==> config.mk <==
export PLATFORM = sky130hd
export DESIGN_NAME = nkd_cell
export DESIGN_NICKNAME = d
export VERILOG_FILES = /design/src/rtl/core/nkd_pkg.sv /design/src/rtl/core/nkd_cell.sv
export SDC_FILE = /design/constraint.sdc
export NUM_CORES = 1
export LEC_CHECK = 0
export BUFFER_PORTS_ARGS = -buffer_cell sky130_fd_sc_hd__buf_4
export CAP_MARGIN = 40
export CELL_PAD_IN_SITES_DETAIL_PLACEMENT = 1
export CELL_PAD_IN_SITES_GLOBAL_PLACEMENT = 2
export CORE_ASPECT_RATIO = 1.2
export CORE_MARGIN = 2
export CORE_UTILIZATION = 28
export CTS_CLUSTER_DIAMETER = 80
export DETAILED_ROUTE_END_ITERATION = 16
export PLACE_DENSITY = 0.75
export SLEW_MARGIN = 30
export SYNTH_ARGS = -nofsm -noshare
export SYNTH_HDL_FRONTEND = slang
export SYNTH_SLANG_ARGS = --single-unit
==> constraint.sdc <==
create_clock -name clk -period 2.6 [get_ports clk]
set_input_delay 0.26 -clock clk [delete_from_list [all_inputs] [get_ports clk]]
set_output_delay 0.26 -clock clk [all_outputs]
set_load 0.01 [all_outputs]
==> src/rtl/core/nkd_pkg.sv <==
package nkd_pkg;

	localparam int OP_W       = 2;
	localparam int CHAR_W     = 8;
	localparam int HEAD_CHARS = 8;
	localparam int KEY_CHARS_MAX = HEAD_CHARS + 1;
	localparam int RAW_KEY_W  = KEY_CHARS_MAX * CHAR_W;
	localparam int SECTOR_W   = 10;
	localparam int STATUS_W   = 2;
	localparam int SLOT_W     = 6;

	localparam int ENTRIES_DEF    = 64;
	localparam int NAME_CHARS_DEF = 9;

	localparam logic [OP_W-1:0] OP_LOOKUP = 2'd0;
	localparam logic [OP_W-1:0] OP_ADD    = 2'd1;
	localparam logic [OP_W-1:0] OP_REMOVE = 2'd2;

	localparam logic [STATUS_W-1:0] STAT_OK        = 2'd0;
	localparam logic [STATUS_W-1:0] STAT_NOT_FOUND = 2'd1;
	localparam logic [STATUS_W-1:0] STAT_DUPLICATE = 2'd2;
	localparam logic [STATUS_W-1:0] STAT_FULL      = 2'd3;

	typedef enum logic [1:0] {
		ST_IDLE,
		ST_SWEEP,
		ST_DONE
	} nkd_state_t;

	// Search record that moves one cell per cycle along the chain.
	typedef struct packed {
		logic                active;
		logic                hit;
		logic                free;
		logic [SECTOR_W-1:0] sector;
		logic                folder;
	} nkd_tok_t;

	// Update broadcast to every cell; only the addressed cell acts on it.
	typedef struct packed {
		logic wr;
		logic clr;
	} nkd_cmd_t;

	// A name ends at its first zero character; everything after it, and every
	// character at or past the configured name length, reads as zero.
	function automatic logic [RAW_KEY_W-1:0] nkd_norm(input logic [RAW_KEY_W-1:0] raw,
			input int chars);
		logic [RAW_KEY_W-1:0] res;
		logic                 ended;
		res   = raw;
		ended = 1'b0;
		for (int i = 0; i < KEY_CHARS_MAX; i++) begin
			if (ended || i >= chars) begin
				res[CHAR_W*i +: CHAR_W] = '0;
			end else if (raw[CHAR_W*i +: CHAR_W] == '0) begin
				ended = 1'b1;
			end
		end
		return res;
	endfunction

endpackage

==> src/rtl/core/nkd_cell.sv <==
module nkd_cell #(
	parameter int IDX_W    = 6,
	parameter int KEY_W    = 72,
	parameter int CELL_IDX = 0
) (
	input  logic                         clk,
	input  logic                         arst_n,
	input  logic [KEY_W-1:0]             key,
	input  nkd_pkg::nkd_tok_t            in_tok,
	input  logic [IDX_W-1:0]             in_hit_idx,
	input  logic [IDX_W-1:0]             in_free_idx,
	output nkd_pkg::nkd_tok_t            out_tok,
	output logic [IDX_W-1:0]             out_hit_idx,
	output logic [IDX_W-1:0]             out_free_idx,
	input  nkd_pkg::nkd_cmd_t            cmd,
	input  logic [IDX_W-1:0]             cmd_idx,
	input  logic [KEY_W-1:0]             wr_key,
	input  logic [nkd_pkg::SECTOR_W-1:0] wr_sector,
	input  logic                         wr_folder
);
	import nkd_pkg::*;

	localparam logic [IDX_W-1:0] MY_IDX = IDX_W'(CELL_IDX);

	logic                used_q;
	logic [KEY_W-1:0]    key_q;
	logic [SECTOR_W-1:0] sector_q;
	logic                folder_q;
	logic                act_q;
	nkd_tok_t            tok_q;
	logic [IDX_W-1:0]    hit_idx_q;
	logic [IDX_W-1:0]    free_idx_q;

	logic                match;
	logic                sel;
	nkd_tok_t            tok_nxt;
	logic [IDX_W-1:0]    hit_idx_nxt;
	logic [IDX_W-1:0]    free_idx_nxt;

	assign match = used_q && (key_q == key);
	assign sel   = (cmd_idx == MY_IDX);

	always_comb begin
		tok_nxt      = in_tok;
		hit_idx_nxt  = in_hit_idx;
		free_idx_nxt = in_free_idx;
		if (in_tok.active) begin
			if (!in_tok.hit && match) begin
				tok_nxt.hit    = 1'b1;
				tok_nxt.sector = sector_q;
				tok_nxt.folder = folder_q;
				hit_idx_nxt    = MY_IDX;
			end
			if (!in_tok.free && !used_q) begin
				tok_nxt.free = 1'b1;
				free_idx_nxt = MY_IDX;
			end
		end
	end

	always_ff @(posedge clk or negedge arst_n) begin
		if (!arst_n) begin
			used_q <= 1'b0;
			act_q  <= 1'b0;
		end else begin
			act_q <= in_tok.active;
			if (sel && cmd.wr) begin
				used_q <= 1'b1;
			end else if (sel && cmd.clr) begin
				used_q <= 1'b0;
			end
		end
	end

	always_ff @(posedge clk) begin
		tok_q      <= tok_nxt;
		hit_idx_q  <= hit_idx_nxt;
		free_idx_q <= free_idx_nxt;
		if (sel && cmd.wr) begin
			key_q    <= wr_key;
			sector_q <= wr_sector;
			folder_q <= wr_folder;
		end
	end

	always_comb begin
		out_tok        = tok_q;
		out_tok.active = act_q;
	end

	assign out_hit_idx  = hit_idx_q;
	assign out_free_idx = free_idx_q;

endmodule

After elaboration in Yosys (flattened, before gate mapping) --
Cells that the tools add are included.
Word-level totals: register bits after elaboration 110, latch bits 0, bits in writable memories 0, memory bits (read-only) 0, input bits 191, output and inout bits 26, word-level logic and storage cells 32, memories kept 0
Operators by class: add/sub/neg operators 0, multipliers 0, divide/modulo/power cells 0, $lt $le $gt $ge 0, equal/unequal tests 1, shifts and indexed selects 0, muxes and demuxes 10, bitwise operators 0, reductions and logical operators 10
Operators with widths (count):
- equality test 72 bit | 1
- two-way mux 6 bit | 4
- two-way mux 13 bit | 1
- two-way mux 11 bit | 1
- zero test 6 bit | 1
- logical AND 1 bit | 5
- two-way mux 1 bit | 4
- zero test 1 bit | 3
- nonzero test 2 bit | 1

Logic depth before layout (Yosys ltp) --
Gate-level depths: netlist (run 1).
depth after elaboration 5, mapped depth 7, gate-level depth less buffers 6

Worst setup path after synthesis (run 1) --
OpenSTA, ideal clock, no wires.
path type input to register, start input port cmd_idx[3], end register folder_q, enable pin, library setup time 0.452 ns, arrival 2.932 ns, required time 2.148 ns, path slack -0.784 ns, cell stages on the path 3, buffers on the path 0, path through or4_1 -> nor3_1 -> and2_1
On the way: longest elaborated chain between the ends 2
Ends and longest elaborated chain:
- from (decl) | RTL line nkd_cell.sv:16 | input logic [IDX_W-1:0] cmd_idx,
- zero test 6 bit | RTL line nkd_cell.sv:41 | assign sel = (cmd_idx == MY_IDX);
- logical AND 1 bit | RTL line nkd_cell.sv:79 | if (sel && cmd.wr) begin
- to (signal assigned) | RTL line nkd_cell.sv:82 | folder_q <= wr_folder;
- to (decl) | RTL line nkd_cell.sv:28 | logic folder_q;
No other way between the ends. A chain may end at the register's enable or synchronous reset.

==> flow_summary.yaml, run 1 <==
die:
  die_h_um: 138
  core_area_um2: 14500
  num_rows: 48
  die_x_um: 115
  ios: 217
  die_area_um2: 15900
  start_util_pct: 28.9
layout:
  final_util_pct: 44.1
  fillers: 1540
  nNetsFinal: 681
  syn_to_final_growth_pct: 53.0
  drive_gt1_share_pct: 49.3
worst_setup_path:
  worstSetupPathType: "flip-flop to flip-flop"
  cp_data_required_time_ps: 2840
  setup.worst_path.end_class: "flip-flop"
  crit_fanout: 17
  critical_path_arrival_ps: 2550
  slowest_delay_ps: 410
  worstPathCellList: "xnor2_1 > nand4_1 > nor4_1 > buf_4 > nand4_1 > nor3_4 > buf_12 > mux2_2"
  startpoint_type: "flip-flop"
  r2r_cells: 8
  critPathSlowestCell: "nor4_1"
  cpMostUsedCell: "nand4_1"
logic_synthesis:
  ys_top_cells_by_count: "edfxtp_1, xnor2_1, dfxtp_1, inv_1, nor2b_1"
  synth_top_area_share_pct: 59.7
  syn_area_um2: 4180
  synthTopCellsByArea: "edfxtp_1, dfxtp_1, xnor2_1, nor2b_1, nand4_1"
  ys_types: 33
  yosysWarnings: 0
  synthArstFlopShare_pct: 1.82
  synth-edff-count: 83
  ys_ff_latch: 110
  synth_nets: 451
  synthFlopType: "edfxtp_1"
  synthCells: 260
  synth_seq_area_share_pct: 72.9
  avgSynthCellArea_um2: 16.1
  yosysTopAreaCell: "edfxtp_1"
  synth.most_common_cell: "edfxtp_1"
sta:
  slew_viol_final: 0
  hold-worst-slack_ps: 33.5
  fmax_ghz: 0.434
  tns_ps: 0
  worstMarginPinSlew_ps: 475
  hold_viol_final: 0
  period_minus_slack_ps: 2300
  finClkSkew_ps: 6.01
  maxSlewHeadroom_pct: 68.4
  fin_crit_sh_pct: 88.6
  setup_viol: 0
  rsz0062_at_grt: "no"
cts:
  numCtsBuffers: 9
  cts_max_level: 3
  cts.path.max_buffers: 2
  cts_root_buf: "clkbuf_16"
  cts_tree: "yes"
  clkTransAtPathRegs_ps: 70
  clock_insertion_delay_worst_skew_ps: 350
  cts_sinks: 110
  cts_setup_buffers: 0
run_status:
  status: "finished, final reports clean"
grt:
  grt_pass1_wl_mm: 16.5
  grt_pass1_vias: 3318
  grt.total_usage_pct: 14.5
  antenna_found_initial: 1
  grt-ovfl-total: 0
  grt_max_degree: 85
power:
  p_per_area_nw_per_um2: 576
  peakVddDrop_mv: 0.365
  power_mw: 3.68
  power.leakage_nw: 2.55
route:
  wl_mm: 11.5
  first_pass_iters: 4
  vias_per_cell: 4.24
  vias: 2951
  wl_per_cell_um: 16.6
  drt_iter0_drc: 82
  ant_nets: 0
  post-route-drc-count: 0
placement:
  port_buffers: 216
  dp_hpwl_mm: 9.15
  routabilityCongestion: 0.693
hold_path:
  worstHoldPathType: "input port to flip-flop"
  min_path_cells: 1
run:
  cap_violations: 0
-- worst max-delay path: cells and delay by family, from the launching register on --
kind                      cells  cell delay, ps
muxes                         1             340
DFF                           1             380
buffers and inverters         2             360
and+or+nand+nor               4             950
xor gates and xnor gates      1             170
-- layer usage --
layer,GRT usage (%),up-vias,wire length [um],share of wire [%]
met5,0,-,0,0
met4,7.90,0,342,3.0
met3,6.12,19,1200,10
met2,25.0,137,6080,53
met1,14.6,1387,3920,34
li1,-,1408,-,-
-- cell type report --
cell class	count	area, um2	share of cell area [%]
well taps	200	250	3.92
clock inverters	6	61.3	0.959
multi-input cells	133	1060	16.6
clock buffers	10	229	3.58
inverters	15	56.3	0.881
flip-flops and latches	110	3040	47.6
diodes	1	2.50	0.0392
repair buffers	221	1690	26.4
-- placed cells by master, fill, tap and decap left out, types with 2 or more instances in the layout --
cell type | Yosys | final
buf_4 | 1 | 218
o2111ai_1 | 2 | 2
nor3_1 | 2 | 2
clkbuf_16 | 0 | 9
dfrtp_1 | 2 | 2
nor2_1 | 3 | 3
inv_1 | 15 | 15
nand4_1 | 14 | 14
a2111oi_0 | 2 | 2
nand2_1 | 2 | 2
a22oi_1 | 2 | 2
o22ai_1 | 4 | 4
xnor2_1 | 55 | 55
nor4_1 | 3 | 3
nand2b_1 | 5 | 5
buf_12 | 0 | 2
edfxtp_1 | 83 | 83
mux2_1 | 4 | 4
nor2b_1 | 15 | 15
dfxtp_1 | 25 | 25
mux2_2 | 7 | 7
clkinv_2 | 0 | 2
-- state kept, by name, indices dropped and copies added (netlist names) --
signal,cells
out_free_idx,6
act_q,1
used_q,1
out_hit_idx,6
sector_q,10
folder_q,1
out_tok,13
key_q,72
-- cell families after synthesis --
| group | Yosys count | synth area share (%) |
|---|---|---|
| multiplexers | 11 | 2.97 |
| flip-flops | 110 | 72.9 |
| AND/OR/NAND/NOR | 50 | 7.58 |
| AO/OA/AOI/OAI | 16 | 3.06 |
| XOR/XNOR | 56 | 11.7 |
| buffers and inverters | 17 | 1.80 |
-- repair_timing --
item / 4_1_cts / 5_1_grt
hold buffers: 1 / 0
gates resized for setup: 0 / 0
endpoints found under the hold margin: 2 / 0
-- where the power goes --
group / switching [mW] / internal (mW) / leakage, nW / total [mW]
sequential: 0.0121 / 1.92 / 0.982 / 1.93
combinational: 0.111 / 0.263 / 1.43 / 0.373
clock: 0.631 / 0.747 / 0.144 / 1.38
total: 0.753 / 2.93 / 2.55 / 3.68
-- worst paths after layout --
path | startpoint | endpoint | slack [ps]
max reg2reg | key_q[18] | out_tok[0] | 300
min reg2reg | sector_q[9] | out_tok[10] | 460
min | in_tok[13] | act_q | 30
max in group asynchronous | arst_n | act_q | 2280
max | key_q[18] | out_tok[0] | 300
min in group asynchronous | arst_n | used_q | 240
-- metrics by stage --
| stage | worst slack [ps] | instances | cell area [um2] |
|---|---|---|---|
| floorplan | 137 | 260 | 4180 |
| global placement | 134 | 678 | 6090 |
| detailed placement | 202 | 678 | 6090 |
| CTS | 171 | 695 | 6390 |
| global route | 64.7 | 696 | 6390 |
| finish | 297 | 696 | 6390 |
Note: power is estimated with default switching activity, not from simulation.
==> run 2: changes to the inputs <==
SETUP_SLACK_MARGIN = 0.4   (was unset)
SLEW_MARGIN = 20   (was 30)
==> run 2 against run 1 <==
- non-clock buffer count increased by 3
- critical endpoint is now out_tok[3]
- via count decreased by 0.41%
- wire length decreased by 1.8%
- core utilization increased by 0.50 points
- clock skew increased by 3.8 ps
==> flow_summary.yaml, run 2 (same netlist as run 1, synthesis figures left out) <==
run_status:
  status: "finished, final reports clean"
worst_setup_path:
  worstSetupPathType: "flip-flop to flip-flop"
  r2r_cells: 8
  startpoint_type: "flip-flop"
  critical_path.endpoint: "out_tok[3]"
  rr_startpoint: "key_q[13]"
  startpoint: "key_q[13]"
  cp_data_required_time_ps: 2840
  rrSetupSlack_ps: 380
  critical_path_arrival_ps: 2460
  setup.worst_path.end_class: "flip-flop"
  reg2reg_to: "out_tok[3]"
  crit_fanout: 12
grt:
  grt_pass1_vias: 3230
  antenna_found_initial: 0
  busiest_layer: "met2"
  use_met1_pct: 15.0
  grt.total_usage_pct: 14.1
  grt_use_met3_pct: 4.36
  grt_pass1_wl_mm: 16.5
  grt-ovfl-total: 0
  grt_max_degree: 28
  met2_usage_pct: 25.4
sta:
  fmax_ghz: 0.450
  maxSlewHeadroom_pct: 74.5
  rsz0062_at_grt: "yes"
  finClkSkew_ps: 9.81
  layout_setup_ws_ps: 378
  fin_crit_sh_pct: 85.4
  hold_viol_final: 0
  worstMarginPinSlew_ps: 382
  tns_ps: 0
  period_minus_slack_ps: 2220
  slew_viol_final: 0
  setup_viol: 0
hold_path:
  hp-start: "in_tok[13]"
  worstHoldPathType: "input port to flip-flop"
placement:
  port_buffers: 216
  dp_slack_ps: 196
  routabilityCongestion: 0.681
  dp_cells: 680
  dp_hpwl_mm: 9.18
layout:
  drive_gt1_share_pct: 50.4
  regMostFlops: "key_q"
  final_cell_mix: "buf_4, edfxtp_1, xnor2_1, dfxtp_1"
  layout.cells.non_filler: 698
  largest_reg_flops: 72
  diodes: 0
  syn_to_final_growth_pct: 54.7
  mostFrequentLayoutCell: "buf_4"
  nNetsFinal: 684
die:
  die_area_um2: 15900
  num_rows: 48
  die_x_um: 115
  ios: 217
  core_area_um2: 14500
  start_util_pct: 28.9
  die_h_um: 138
cts:
  cts.path.max_buffers: 2
  clock_insertion_delay_worst_skew_ps: 350
  cts_max_level: 3
  cts_root_buf: "clkbuf_16"
  numCtsBuffers: 9
  cts_tree: "yes"
  clkTransAtPathRegs_ps: 70
  cts_sinks: 110
route:
  ant_nets: 0
  vias_per_cell: 4.21
  wl_mm: 11.3
  first_pass_iters: 4
  wl_per_cell_um: 16.2
  drt_iter0_drc: 52
  vias: 2939
  post-route-drc-count: 0
power:
  power.leakage_nw: 2.59
  peakVddDrop_mv: 0.358
  p_per_area_nw_per_um2: 574
run:
  cap_violations: 0
run 2: changes by cell type in the layout (fill, tap and decap cells not counted), sizes merged:
cell,delta
diode,-1
inv,+3
bufinv,-1
clkbuf,+1
clkinv,-3
buf,+3
run 2: where the power goes:
part           switching (mW)  internal [mW]
Combinational           0.112          0.263
Clock                   0.649          0.752
Sequential             0.0120           1.92
Total                   0.774           2.93
run 2: worst min path at each step:
stage | to | slack (ps) | cells past startpoint
floorplan | act_q | -40 | 0
global placement | act_q | 40 | 1
detailed placement | act_q | 50 | 1
CTS | act_q | 20 | 1
global route | act_q | 30 | 1
finish | act_q | 40 | 1
run 2: metrics by stage:
stage,cell area [um2],power [mW],utilization [%],hold slack (ps)
final,6460,3.71,44.6,40.6
after global routing,6460,3.86,44.6,25.9
after CTS,6460,3.77,44.6,22.4
after detailed placement,6110,2.35,42.2,47.5
after global placement,6110,2.34,42.2,43.9
after floorplan,4180,2.07,-,-35.6
run 2: final cells by class:
type | instances | area, um2
clock inverter | 5 | 43.8
timing repair buffer | 224 | 1720
fill | 1532 | 8010
tap | 200 | 250
multi-input combinational | 133 | 1080
sequential | 110 | 3040
inverter | 15 | 56.3
clock buffer | 11 | 264
run 2: what timing repair did:
item                                   in CTS  in global routing
buffers inserted                            1                  0
endpoints found under the hold margin       2                  0
resized for setup                           3                  1
hold buffers                                1                  0
setup endpoints to repair                  11                 17
pin swaps                                   2                  0
run 2: routing by layer:
layer  routed length (um)  vias to the layer above
met4                  245                        0
met5                    0                        -
met1                 4150                     1376
li1                     -                     1416
met2                 6010                      131
met3                  936                       16
run 2: worst max-delay path, stage by stage (launching register included):
cell and delay, ps:
edfxtp_1 400, xnor2_1 150, nand4_1 140, nor4_4 350, buf_4 160, nand4_1 160
nor3_4 250, buf_12 170, mux2_2 330
==> run 3: changes to the inputs <==
BUFFER_PORTS_ARGS = unset   (was -buffer_cell sky130_fd_sc_hd__buf_4)
CORE_UTILIZATION = 39   (was 28)
DONT_BUFFER_PORTS = 1   (was unset)
PLACE_DENSITY = 0.74   (was 0.75)
==> run 3 against run 2 <==
- count of clock-buffer cells in the layout is 1 lower
- clock skew rose by 2.2 ps
- flip-flop and latch count unchanged
- critical endpoint is now out_tok[1]
==> flow_summary.yaml, run 3 (same netlist as run 1, synthesis figures left out) <==
layout:
  nNetsFinal: 550
  final_util_pct: 53.1
  regMostFlops: "key_q"
  fillers: 1006
  diodes: 0
  mostFrequentLayoutCell: "dlygate4sd3_1"
  drive_gt1_share_pct: 9.07
  syn_to_final_growth_pct: 33.1
  final_cell_mix: "dlygate4sd3_1, edfxtp_1, xnor2_1, dfxtp_1"
  largest_reg_flops: 72
route:
  wl_per_cell_um: 19.7
  vias_per_cell: 5.00
  wl_mm: 9.72
  first_pass_iters: 4
  post-route-drc-count: 0
  vias: 2465
  drt_iter0_drc: 100
  ant_nets: 0
power:
  p_per_area_nw_per_um2: 631
  peakVddDrop_mv: 0.437
  p_int_mw: 2.79
  power.share.clock_pct: 38.6
  p_comb_share_pct: 5.9
  power_frac_seq_pct: 55.6
  switchingPower_uw: 719
  p_sw_share_pct: 20.5
  power.leakage_nw: 1.90
sta:
  layout_setup_ws_ps: 328
  setup_viol: 0
  hold-worst-slack_ps: 32.5
  worstMarginPinSlew_ps: 475
  tns_ps: 0
  hold_viol_final: 0
  period_minus_slack_ps: 2270
  fin_crit_sh_pct: 87.4
  maxSlewHeadroom_pct: 68.4
  finClkSkew_ps: 12.0
  slew_viol_final: 0
  rsz0062_at_grt: "yes"
  fmax_ghz: 0.440
cts:
  cts.path.max_buffers: 2
  numCtsBuffers: 9
  clock_insertion_delay_worst_skew_ps: 340
  clkTransAtPathRegs_ps: 80
  cts_root_buf: "clkbuf_16"
  cts_sinks: 110
  cts_tree: "yes"
  cts_max_level: 3
worst_setup_path:
  worstSetupPathType: "flip-flop to flip-flop"
  setup.worst_path.end_class: "flip-flop"
  crit_fanout: 13
  startpoint_type: "flip-flop"
  critical_path_arrival_ps: 2500
  cp_data_required_time_ps: 2830
die:
  die_h_um: 117
  num_rows: 41
  die_x_um: 98.5
  ios: 217
  die_area_um2: 11600
  core_area_um2: 10500
  start_util_pct: 39.9
run_status:
  status: "finished, final reports clean"
placement:
  port_buffers: 0
  dp_slack_ps: 276
  routabilityCongestion: 0.701
  dp_hpwl_mm: 6.72
grt:
  grt-ovfl-total: 0
  grt.total_usage_pct: 16.7
  grt_pass1_wl_mm: 14.6
  grt_max_degree: 85
  grt_pass1_vias: 2821
  antenna_found_initial: 0
run:
  cap_violations: 0
hold_path:
  worstHoldPathType: "input port to flip-flop"
[run 3: metal layers]
| metal | routed length (um) | track usage [%] |
|---|---|---|
| met5 | 0 | 0 |
| met4 | 213 | 5.99 |
| met3 | 794 | 6.38 |
| met2 | 5260 | 29.5 |
| met1 | 3460 | 18.1 |
[run 3: timing repair]
item,CTS,global route
gates resized for setup,1,3
endpoints found under the setup margin,11,16
hold buffers,73,12
endpoints found under the hold margin,74,12
pin swaps,0,4
setup buffers,2,0
[run 3: worst max-delay path, cell delays in order, from the launching register on]
cell and delay (ps):
edfxtp_1 410, xnor2_1 160, nand4_1 160, nor4_4 350, buf_4 150, nand4_1 160, nor3_4 260, buf_12 170
mux2_2 340
[run 3: cell type report]
cell class,count,area (um2),area share (%)
clock buffer,10,250,4.50
clock inverter,6,50.0,0.900
inverter,15,56.3,1.01
multi-input combinational,133,1080,19.5
sequential,110,3040,54.7
tap,129,161,2.90
timing repair buffer,90,913,16.4
[run 3: path summary, 6_finish.rpt]
| check | startpoint | end | slack, ps | depth (start not counted) |
|---|---|---|---|---|
| worst max register to register | key_q[13] | out_tok[1] | 330 | 8 |
| worst min-delay path | in_tok[11] | out_tok[11] | 30 | 1 |
| worst min register to register | sector_q[7] | out_tok[8] | 470 | 1 |
| min in group asynchronous | arst_n | act_q | 150 | 1 |
| worst max-delay path | key_q[13] | out_tok[1] | 330 | 8 |
| max in group asynchronous | arst_n | used_q | 2330 | 1 |
[run 3: through the flow]
step                power [mW]  instance area (um2)  cells
floorplan                 2.07                 4180    260
global placement          2.08                 4370    390
detailed placement        2.09                 4370    390
CTS                       3.53                 5420    481
global route              3.63                 5560    493
finish                    3.51                 5560    493
[run 3: power by group through the flow]
stage | combinational, mW | sequential (mW) | clock [mW]
after floorplan | 0.0837 | 1.98 | 0
after global placement | 0.0940 | 1.99 | 0
after detailed placement | 0.0980 | 1.99 | 0
after CTS | 0.189 | 1.95 | 1.40
after global routing | 0.224 | 1.95 | 1.45
final | 0.205 | 1.95 | 1.35
